--- src/wfc_pkg.sv ---
// shared types and constants for the frame classifier
package wfc_pkg;

  // request codes on the input channel
  localparam logic [1:0] REQ_BYTE  = 2'd0;
  localparam logic [1:0] REQ_READ  = 2'd1;
  localparam logic [1:0] REQ_CLEAR = 2'd2;

  // frame control type codes
  localparam logic [1:0] FT_MGMT = 2'd0;
  localparam logic [1:0] FT_CTRL = 2'd1;
  localparam logic [1:0] FT_DATA = 2'd2;

  // management subtypes of interest
  localparam logic [3:0] ST_PROBE_REQ = 4'd4;
  localparam logic [3:0] ST_PROBE_RSP = 4'd5;
  localparam logic [3:0] ST_BEACON    = 4'd8;
  localparam logic [3:0] ST_DISASSOC  = 4'd10;
  localparam logic [3:0] ST_DEAUTH    = 4'd12;

  // frame class codes
  localparam logic [3:0] CLS_OTHER     = 4'd0;
  localparam logic [3:0] CLS_BEACON    = 4'd1;
  localparam logic [3:0] CLS_PROBE_REQ = 4'd2;
  localparam logic [3:0] CLS_PROBE_RSP = 4'd3;
  localparam logic [3:0] CLS_DEAUTH    = 4'd4;
  localparam logic [3:0] CLS_DISASSOC  = 4'd5;
  localparam logic [3:0] CLS_MGMT      = 4'd6;
  localparam logic [3:0] CLS_CTRL      = 4'd7;
  localparam logic [3:0] CLS_DATA      = 4'd8;
  localparam logic [3:0] CLS_EAPOL     = 4'd9;

  // counter positions
  localparam int NUM_CNT    = 8;
  localparam int CNT_TOTAL  = 0;
  localparam int CNT_MGMT   = 1;
  localparam int CNT_CTRL   = 2;
  localparam int CNT_DATA   = 3;
  localparam int CNT_BEACON = 4;
  localparam int CNT_PROBE  = 5;
  localparam int CNT_DEAUTH = 6;
  localparam int CNT_EAPOL  = 7;

  // eapol ethertype bytes and offset window, minimum frame end and address offsets
  localparam logic [7:0] ETH_HI      = 8'h88;
  localparam logic [7:0] ETH_LO      = 8'h8E;
  localparam logic [5:0] OFF_ETH_LO  = 6'd24;
  localparam logic [5:0] OFF_ETH_HI  = 6'd39;
  localparam logic [5:0] OFF_MIN_END = 6'd3;
  localparam logic [5:0] OFF_ADDR_OK = 6'd15;
  localparam logic [5:0] OFF_A1_LO   = 6'd4;
  localparam logic [5:0] OFF_A1_HI   = 6'd9;
  localparam logic [5:0] OFF_A2_LO   = 6'd10;
  localparam logic [5:0] OFF_A2_HI   = 6'd15;

  typedef enum logic [1:0] {
    CMD_FRAME = 2'd0,
    CMD_READ  = 2'd1,
    CMD_CLEAR = 2'd2
  } cmd_kind_t;

  // work handed from the parser to the counter side
  typedef struct packed {
    cmd_kind_t   kind;
    logic [7:0]  bump_mask;
    logic [3:0]  frame_class;
    logic [3:0]  subtype;
    logic [3:0]  channel;
    logic [7:0]  signal;
    logic [31:0] time_ms;
    logic [47:0] dest_addr;
    logic [47:0] source_addr;
    logic        addr_valid;
    logic [2:0]  counter_index;
  } cmd_t;

endpackage

--- src/wfc_front.sv ---
// byte parser: decodes frame control, captures addresses, spots eapol
module wfc_front
  import wfc_pkg::*;
(
  input  logic              clk,
  input  logic              rst_n,
  input  logic              accept,
  input  logic [1:0]        req_type,
  input  logic [7:0]        frame_byte,
  input  logic              frame_end,
  input  logic signed [7:0] signal_dbm,
  input  logic [31:0]       time_ms,
  input  logic [2:0]        counter_index,
  input  logic              cfg_we,
  input  logic [3:0]        cfg_channel,
  output logic              cmd_push,
  output cmd_t              cmd
);

  logic [5:0]  off_r, off_nxt;
  logic [1:0]  type_r, type_nxt;
  logic [3:0]  sub_r, sub_nxt;
  logic        prev88_r, prev88_nxt;
  logic        eapol_r, eapol_nxt;
  logic [47:0] dest_r, dest_nxt;
  logic [47:0] src_r, src_nxt;
  logic [3:0]  chan_r;

  logic        is_byte;
  logic        frame_done;
  logic        addr_ok;

  always_comb begin
    off_nxt    = off_r;
    type_nxt   = type_r;
    sub_nxt    = sub_r;
    prev88_nxt = prev88_r;
    eapol_nxt  = eapol_r;
    dest_nxt   = dest_r;
    src_nxt    = src_r;
    is_byte    = accept && (req_type == REQ_BYTE);
    if (is_byte) begin
      if (off_r == 6'd0) begin
        type_nxt = frame_byte[3:2];
        sub_nxt  = frame_byte[7:4];
      end
      if (off_r >= OFF_A1_LO && off_r <= OFF_A1_HI) begin
        dest_nxt = {dest_r[39:0], frame_byte};
      end
      if (off_r >= OFF_A2_LO && off_r <= OFF_A2_HI) begin
        src_nxt = {src_r[39:0], frame_byte};
      end
      if (off_r > OFF_ETH_LO && off_r <= OFF_ETH_HI + 6'd1 && prev88_r &&
          frame_byte == ETH_LO) begin
        eapol_nxt = 1'b1;
      end
      prev88_nxt = (off_r >= OFF_ETH_LO) && (off_r <= OFF_ETH_HI) &&
                   (frame_byte == ETH_HI);
      if (off_r != 6'h3F) begin
        off_nxt = off_r + 6'd1;
      end
    end
  end

  assign frame_done = is_byte && frame_end;
  assign addr_ok    = off_r >= OFF_ADDR_OK;

  // command for the counter side
  always_comb begin
    cmd               = '0;
    cmd_push          = 1'b0;
    cmd.kind          = CMD_FRAME;
    cmd.counter_index = counter_index;
    cmd.channel       = chan_r;
    cmd.subtype       = sub_nxt;
    cmd.signal        = signal_dbm;
    cmd.time_ms       = time_ms;
    cmd.addr_valid    = addr_ok;
    cmd.dest_addr     = addr_ok ? dest_nxt : 48'd0;
    cmd.source_addr   = addr_ok ? src_nxt : 48'd0;
    cmd.bump_mask[CNT_TOTAL] = 1'b1;
    cmd.frame_class   = CLS_OTHER;
    case (type_nxt)
      FT_MGMT: begin
        cmd.bump_mask[CNT_MGMT] = 1'b1;
        case (sub_nxt)
          ST_BEACON: begin
            cmd.bump_mask[CNT_BEACON] = 1'b1;
            cmd.frame_class = CLS_BEACON;
          end
          ST_PROBE_REQ: begin
            cmd.bump_mask[CNT_PROBE] = 1'b1;
            cmd.frame_class = CLS_PROBE_REQ;
          end
          ST_PROBE_RSP: begin
            cmd.bump_mask[CNT_PROBE] = 1'b1;
            cmd.frame_class = CLS_PROBE_RSP;
          end
          ST_DEAUTH: begin
            cmd.bump_mask[CNT_DEAUTH] = 1'b1;
            cmd.frame_class = CLS_DEAUTH;
          end
          ST_DISASSOC: begin
            cmd.bump_mask[CNT_DEAUTH] = 1'b1;
            cmd.frame_class = CLS_DISASSOC;
          end
          default: cmd.frame_class = CLS_MGMT;
        endcase
      end
      FT_CTRL: begin
        cmd.bump_mask[CNT_CTRL] = 1'b1;
        cmd.frame_class = CLS_CTRL;
      end
      FT_DATA: begin
        cmd.bump_mask[CNT_DATA] = 1'b1;
        cmd.frame_class = CLS_DATA;
        if (eapol_nxt) begin
          cmd.bump_mask[CNT_EAPOL] = 1'b1;
          cmd.frame_class = CLS_EAPOL;
        end
      end
      default: cmd.frame_class = CLS_OTHER;
    endcase
    if (accept && req_type == REQ_READ) begin
      cmd      = '0;
      cmd.kind = CMD_READ;
      cmd.counter_index = counter_index;
      cmd_push = 1'b1;
    end else if (accept && req_type == REQ_CLEAR) begin
      cmd      = '0;
      cmd.kind = CMD_CLEAR;
      cmd_push = 1'b1;
    end else if (frame_done && off_r >= OFF_MIN_END) begin
      cmd_push = 1'b1;
    end
  end

  always_ff @(posedge clk) begin
    if (!rst_n || frame_done) begin
      off_r    <= '0;
      type_r   <= '0;
      sub_r    <= '0;
      prev88_r <= 1'b0;
      eapol_r  <= 1'b0;
      dest_r   <= '0;
      src_r    <= '0;
    end else begin
      off_r    <= off_nxt;
      type_r   <= type_nxt;
      sub_r    <= sub_nxt;
      prev88_r <= prev88_nxt;
      eapol_r  <= eapol_nxt;
      dest_r   <= dest_nxt;
      src_r    <= src_nxt;
    end
  end

  always_ff @(posedge clk) begin
    if (!rst_n) begin
      chan_r <= 4'd1;
    end else if (cfg_we) begin
      chan_r <= cfg_channel;
    end
  end

endmodule

--- src/wfc_cmd_fifo.sv ---
// two-entry command queue between parser and counter side
module wfc_cmd_fifo
  import wfc_pkg::*;
(
  input  logic clk,
  input  logic rst_n,
  input  logic push,
  input  cmd_t push_cmd,
  input  logic pop,
  output logic full,
  output logic head_valid,
  output cmd_t head_cmd
);

  localparam int DEPTH = 2;
  localparam int AW    = $clog2(DEPTH);

  cmd_t          mem_r [DEPTH];
  logic [AW-1:0] wr_ptr_r, rd_ptr_r;
  logic [AW:0]   cnt_r, cnt_nxt;
  logic          do_push, do_pop;

  assign full       = cnt_r == (AW+1)'(DEPTH);
  assign head_valid = cnt_r != '0;
  assign head_cmd   = mem_r[rd_ptr_r];
  assign do_push    = push && !full;
  assign do_pop     = pop && head_valid;

  always_comb begin
    cnt_nxt = cnt_r;
    if (do_push && !do_pop) begin
      cnt_nxt = cnt_r + 1'b1;
    end else if (do_pop && !do_push) begin
      cnt_nxt = cnt_r - 1'b1;
    end
  end

  always_ff @(posedge clk) begin
    if (!rst_n) begin
      wr_ptr_r <= '0;
      rd_ptr_r <= '0;
      cnt_r    <= '0;
    end else begin
      cnt_r <= cnt_nxt;
      if (do_push) begin
        wr_ptr_r <= wr_ptr_r + 1'b1;
      end
      if (do_pop) begin
        rd_ptr_r <= rd_ptr_r + 1'b1;
      end
    end
  end

  always_ff @(posedge clk) begin
    if (do_push) begin
      mem_r[wr_ptr_r] <= push_cmd;
    end
  end

endmodule

--- src/wfc_back.sv ---
// counter bank and result register
module wfc_back
  import wfc_pkg::*;
#(
  parameter int COUNTER_WIDTH = 32
) (
  input  logic              clk,
  input  logic              rst_n,
  input  logic              head_valid,
  input  cmd_t              head_cmd,
  output logic              head_pop,
  input  logic              out_take,
  output logic              out_valid,
  output logic              out_result_kind,
  output logic [3:0]        out_frame_class,
  output logic [3:0]        out_frame_subtype,
  output logic [3:0]        out_record_channel,
  output logic signed [7:0] out_record_signal,
  output logic [31:0]       out_record_time,
  output logic [47:0]       out_dest_addr,
  output logic [47:0]       out_source_addr,
  output logic              out_addr_valid,
  output logic [31:0]       out_counter_value
);

  logic [COUNTER_WIDTH-1:0] cnt_r [NUM_CNT];
  logic                     valid_r;
  logic                     room;
  logic                     load;
  logic [63:0]              cnt_ext;

  assign room     = !valid_r || out_take;
  assign head_pop = head_valid && (head_cmd.kind == CMD_CLEAR || room);
  assign load     = head_pop && head_cmd.kind != CMD_CLEAR;
  assign cnt_ext  = 64'(cnt_r[head_cmd.counter_index]);
  assign out_valid = valid_r;

  always_ff @(posedge clk) begin
    if (!rst_n) begin
      for (int i = 0; i < NUM_CNT; i++) begin
        cnt_r[i] <= '0;
      end
    end else if (head_pop) begin
      for (int i = 0; i < NUM_CNT; i++) begin
        if (head_cmd.kind == CMD_CLEAR) begin
          cnt_r[i] <= '0;
        end else if (head_cmd.kind == CMD_FRAME && head_cmd.bump_mask[i]) begin
          cnt_r[i] <= cnt_r[i] + 1'b1;
        end
      end
    end
  end

  always_ff @(posedge clk) begin
    if (!rst_n) begin
      valid_r <= 1'b0;
    end else if (load) begin
      valid_r <= 1'b1;
    end else if (out_take) begin
      valid_r <= 1'b0;
    end
  end

  always_ff @(posedge clk) begin
    if (load) begin
      if (head_cmd.kind == CMD_READ) begin
        out_result_kind    <= 1'b1;
        out_frame_class    <= '0;
        out_frame_subtype  <= '0;
        out_record_channel <= '0;
        out_record_signal  <= '0;
        out_record_time    <= '0;
        out_dest_addr      <= '0;
        out_source_addr    <= '0;
        out_addr_valid     <= 1'b0;
        out_counter_value  <= cnt_ext[31:0];
      end else begin
        out_result_kind    <= 1'b0;
        out_frame_class    <= head_cmd.frame_class;
        out_frame_subtype  <= head_cmd.subtype;
        out_record_channel <= head_cmd.channel;
        out_record_signal  <= $signed(head_cmd.signal);
        out_record_time    <= head_cmd.time_ms;
        out_dest_addr      <= head_cmd.dest_addr;
        out_source_addr    <= head_cmd.source_addr;
        out_addr_valid     <= head_cmd.addr_valid;
        out_counter_value  <= '0;
      end
    end
  end

endmodule

--- src/wifi_frame_classifier_stats.sv ---
// top level: 802.11 receive frame classifier with traffic counters
// a record or read answer passes through the command queue and the result register
//   before it shows on the result ports
// throughput: one request per cycle sustained; full rises only when the command queue
//   holds two entries because results are not being popped
// reset (synchronous, rst_n low): counters cleared, channel set to 1, parse state
//   cleared, command queue and result register empty
module wifi_frame_classifier_stats
  import wfc_pkg::*;
#(
  parameter int COUNTER_WIDTH = 32
) (
  input  logic              clk,
  input  logic              rst_n,
  // request channel
  input  logic              push,
  output logic              full,
  input  logic [1:0]        in_req_type,
  input  logic [7:0]        in_frame_byte,
  input  logic              in_frame_end,
  input  logic signed [7:0] in_signal_dbm,
  input  logic [31:0]       in_time_ms,
  input  logic [2:0]        in_counter_index,
  // result channel
  output logic              empty,
  input  logic              pop,
  output logic              out_result_kind,
  output logic [3:0]        out_frame_class,
  output logic [3:0]        out_frame_subtype,
  output logic [3:0]        out_record_channel,
  output logic signed [7:0] out_record_signal,
  output logic [31:0]       out_record_time,
  output logic [47:0]       out_dest_addr,
  output logic [47:0]       out_source_addr,
  output logic              out_addr_valid,
  output logic [31:0]       out_counter_value,
  // channel register write
  input  logic              cfg_valid,
  output logic              cfg_ready,
  input  logic [3:0]        cfg_data
);

  // handshakes
  logic in_accept;
  logic out_valid;
  logic out_take;

  // parser to queue
  logic cmd_push;
  cmd_t cmd;

  // queue to counter side
  logic head_valid;
  logic head_pop;
  cmd_t head_cmd;

  // the channel register is always writable
  assign cfg_ready = 1'b1;

  assign in_accept = push && !full;
  assign empty     = !out_valid;
  assign out_take  = pop && out_valid;

  // front: parses frame bytes, turns each finished frame, read or clear into a command
  wfc_front u_front (
    .clk           (clk),
    .rst_n         (rst_n),
    .accept        (in_accept),
    .req_type      (in_req_type),
    .frame_byte    (in_frame_byte),
    .frame_end     (in_frame_end),
    .signal_dbm    (in_signal_dbm),
    .time_ms       (in_time_ms),
    .counter_index (in_counter_index),
    .cfg_we        (cfg_valid),
    .cfg_channel   (cfg_data),
    .cmd_push      (cmd_push),
    .cmd           (cmd)
  );

  // short queue so the parser keeps taking bytes while a result waits
  wfc_cmd_fifo u_fifo (
    .clk        (clk),
    .rst_n      (rst_n),
    .push       (cmd_push),
    .push_cmd   (cmd),
    .pop        (head_pop),
    .full       (full),
    .head_valid (head_valid),
    .head_cmd   (head_cmd)
  );

  // back: counters are bumped, read or cleared in request order; results registered
  wfc_back #(
    .COUNTER_WIDTH (COUNTER_WIDTH)
  ) u_back (
    .clk                (clk),
    .rst_n              (rst_n),
    .head_valid         (head_valid),
    .head_cmd           (head_cmd),
    .head_pop           (head_pop),
    .out_take           (out_take),
    .out_valid          (out_valid),
    .out_result_kind    (out_result_kind),
    .out_frame_class    (out_frame_class),
    .out_frame_subtype  (out_frame_subtype),
    .out_record_channel (out_record_channel),
    .out_record_signal  (out_record_signal),
    .out_record_time    (out_record_time),
    .out_dest_addr      (out_dest_addr),
    .out_source_addr    (out_source_addr),
    .out_addr_valid     (out_addr_valid),
    .out_counter_value  (out_counter_value)
  );

endmodule

--- config.mk ---
export PLATFORM = sky130hd
export DESIGN_NAME = wifi_frame_classifier_stats
export DESIGN_NICKNAME = d
export VERILOG_FILES = /design/src/wfc_pkg.sv /design/src/wfc_front.sv /design/src/wfc_cmd_fifo.sv /design/src/wfc_back.sv /design/src/wifi_frame_classifier_stats.sv
export SDC_FILE = /design/constraint.sdc
export NUM_CORES = 1
export LEC_CHECK = 0
export BUFFER_PORTS_ARGS = -buffer_cell sky130_fd_sc_hd__buf_2
export CORE_ASPECT_RATIO = 0.75
export CORE_MARGIN = 8
export CORE_UTILIZATION = 45
export DETAILED_ROUTE_END_ITERATION = 7
export GPL_ROUTABILITY_DRIVEN = 0
export PLACE_DENSITY = 0.62
export RECOVER_POWER = 25
export SYNTH_ARGS = -nofsm -noshare
export SYNTH_HDL_FRONTEND = slang
export SYNTH_SLANG_ARGS = --single-unit
--- constraint.sdc ---
create_clock -name clk -period 17.42 [get_ports clk]
set_input_delay 2.613 -clock clk [delete_from_list [all_inputs] [get_ports clk]]
set_output_delay 2.613 -clock clk [all_outputs]
set_load 0.005 [all_outputs]
==> impl_metrics.toml <==
[route]
viasPerCell = 5.50
drc = 0
wirelength_um = 93900
drt-wirelength-per-cell_um = 21.3
vias = 24300
drt_pass1_iterations = 5
ant_nets = 0
drt_iter0_markers = 2437

[sta]
slew_headroom = -1.97
tightest_slew_ps = 4450
holdWs_ps = 493
finalCriticalPeriod_ps = 9020
fmax_mhz = 111
fin_crit_sh = 0.518
timing.final.ws_setup_ps = 8400
clock_skew_ps = 36.9
rsz0062_at_grt = "false"
finalSetupTns_ps = 0
finalHoldViolations = 0
setup_viol = 0
slew_violations = 476

[finish]
drive_gt1_frac = 0.138
fin_nets = 3270
final_cell_area_um2 = 43800
area_delta_synth_final_pct = 13.3
final_util = 0.512

[clock_tree]
cts_setup_buffers = 0
post_cts_resized = 0
numCtsBuffers = 88
cts_tree = "built"
clkTransAtPathRegs_ps = 70
hold_buffers = 0
clock_sinks = 880
cts.root.buffer_cell = "clkbuf_16"
htreeDepth = 3
insertion_delay_ps = 660
cts_buffer_depth = 3

[synth]
synthesis.area_um2 = 38700
syn_inst = 2981
synth_nets = 3057
synthTopCellsByArea = "edfxtp_1, mux2i_1, nor2_1"
async_flop_share = 0
synthDistinctLibCells = 55
synth.yosys.warnings = 0
ys_seq_elements = 880
synth_top_area_cell = "edfxtp_1"
avgSynthCellArea_um2 = 13.0
synth-main-ff-cell = "edfxtp_1"
synth_top_area_share = 0.590
synth_edf_count = 760
ys_seq_area_frac = 0.652

[flow_run]
cap_viol_max_count = 11

[min_path]
min_from = "u_front.eapol_r"
holdPathStages = 2
hold_end = "u_front.eapol_r"
hp-class = "reg -> reg"

[outcome]
outcome = "finished with violations"
failed_checks = "capacitance limit, slew limit"

[place]
place_area_um2 = 41000
port_buffers = 246
detailed_place_hpwl_um = 63600
preCtsSetupSlack_ps = 10800

[critical_path]
arrival_ps = 9480
max_stage_delay_ps = 2790
crit_fanout = 81
worstPathRequired_ps = 17880
r2r_cells = 5
r2r_slack_ps = 8400
cp-end-kind = "register"
cp_slowest_cell = "dfxtp_1"
worstSetupPathType = "reg -> reg"
critPathLaunchType = "register"
r2r-end = "u_back.out_dest_addr[32]"
crit_chain = "o32a_1 > clkbuf_1 > clkinvlp_2 > buf_4 > nor2_1"
path_buf_inv = 3
crit_family = "buffers and inverters"

[grt]
track_usage = 0.190
gr-total-overflow = 0
grt_pass1_wl_um = 143000
antenna_found_initial = 5
grt_max_degree = 164
grt_pass1_vias = 23600

[die]
pin_count = 248
fp-row-count = 93
die_h_um = 270
dieArea_um2 = 95700
die_w_um = 354
initial_core_util = 0.452
core_um2 = 85500

[power]
p_leak_nw = 14.9
ir_drop_mv = 0.105
power_density_nw_per_um2 = 138
[worst max path at each step]
stage               cells after the start           start  slack [ps]                    endpoint
floorplan                               2             pop         580       u_back.out_addr_valid
global placement                        6  in_req_type[1]       10930         u_fifo.mem_r[1][42]
detailed placement                      6  in_req_type[1]       10800         u_fifo.mem_r[1][39]
CTS                                     6  in_req_type[1]       11500         u_fifo.mem_r[1][69]
global route                            5        register        7770  u_back.out_source_addr[38]
finish                                  5        register        8400    u_back.out_dest_addr[32]
[sequential cells by signal, summed over array words and instances (netlist names), 32 cells and up, named ones only]
signal                    flops
u_back.cnt_r                256
u_back.out_counter_value     32
u_back.out_dest_addr         48
u_back.out_record_time       32
u_back.out_source_addr       48
u_fifo.mem_r                322
u_front.dest_r               48
u_front.src_r                48
[worst min-delay path, stage by stage (launching register included)]
cell and delay, ps:
dfxtp_1 310, a41oi_1 60, nor2_1 90
[routing by layer]
| layer | wire [µm] | part of all wire | vias up | GRT usage |
|---|---|---|---|---|
| li1 | - | - | 11200 | - |
| met1 | 43700 | 0.47 | 12100 | 0.284 |
| met4 | 1990 | 0.021 | 0 | 0.0446 |
| met3 | 7320 | 0.078 | 121 | 0.0461 |
| met5 | 0 | 0 | - | 0 |
| met2 | 40900 | 0.44 | 840 | 0.277 |
[cell families (layout without fill, tap and decap cells)]
| logic type | Yosys count | count (layout) | share of synthesized area |
|---|---|---|---|
| XOR/XNOR | 236 | 236 | 0.0535 |
| AND/OR/NAND/NOR | 1228 | 1228 | 0.146 |
| AO/OA/AOI/OAI | 96 | 96 | 0.0142 |
| adder cells (fa/ha/maj) | 13 | 13 | 0.00421 |
| buffers and inverters | 193 | 480 | 0.0218 |
| other | 1 | 2 | 0.0000970 |
| flip-flops | 880 | 880 | 0.652 |
| multiplexers | 334 | 334 | 0.108 |
[area by class of cell]
cell class | count | area (µm²)
Tap cell | 1140 | 1430
Clock buffer | 111 | 2340
Multi-Input combinational cell | 1908 | 12700
Clock inverter | 53 | 644
Sequential cell | 880 | 25200
Antenna cell | 1 | 2.50
Inverter | 42 | 159
Timing Repair Buffer | 274 | 1370
Fill cell | 7271 | 41700
[where the power goes]
group,internal [W],switching (W),total [W]
clock network,0.00110,0.000835,0.00194
logic,0.000441,0.000653,0.00109
registers,0.00275,0.000262,0.00302
[placed cells by master, fill, tap and decap left out, types with 22 or more instances in the layout]
master	n
mux4_2	63
and3_1	35
nor3_1	27
edfxtp_1	760
and2_0	31
and2_1	36
a21oi_1	52
or3_1	22
nand2_1	152
inv_1	40
nand3_1	102
nand4_1	82
xor2_1	153
dfxtp_1	120
o21ai_0	23
nor2_1	643
clkbuf_16	88
buf_2	203
nor4_1	24
clkbuf_1	69
mux2i_1	265
xnor2_1	83
[synthesized netlist by cell type, types with 35 or more instances]
master and n:
edfxtp_1 760, mux2i_1 266, nand3_1 103, mux4_2 63, nand4_1 82, and2_1 68
clkbuf_1 103, inv_1 40, a21oi_1 52, xnor2_1 83, xor2_1 153, and3_1 35
dfxtp_1 120, nor2_1 643, nand2_1 154
[per-stage QoR]
| stage | cells | power [W] |
|---|---|---|
| after floorplan | 2981 | 0.00369 |
| after global placement | 4244 | 0.00412 |
| after detailed placement | 4244 | 0.00414 |
| after CTS | 4408 | 0.00609 |
| after global routing | 4409 | 0.00630 |
| final | 4409 | 0.00605 |
(Power assumes the default switching activity.)
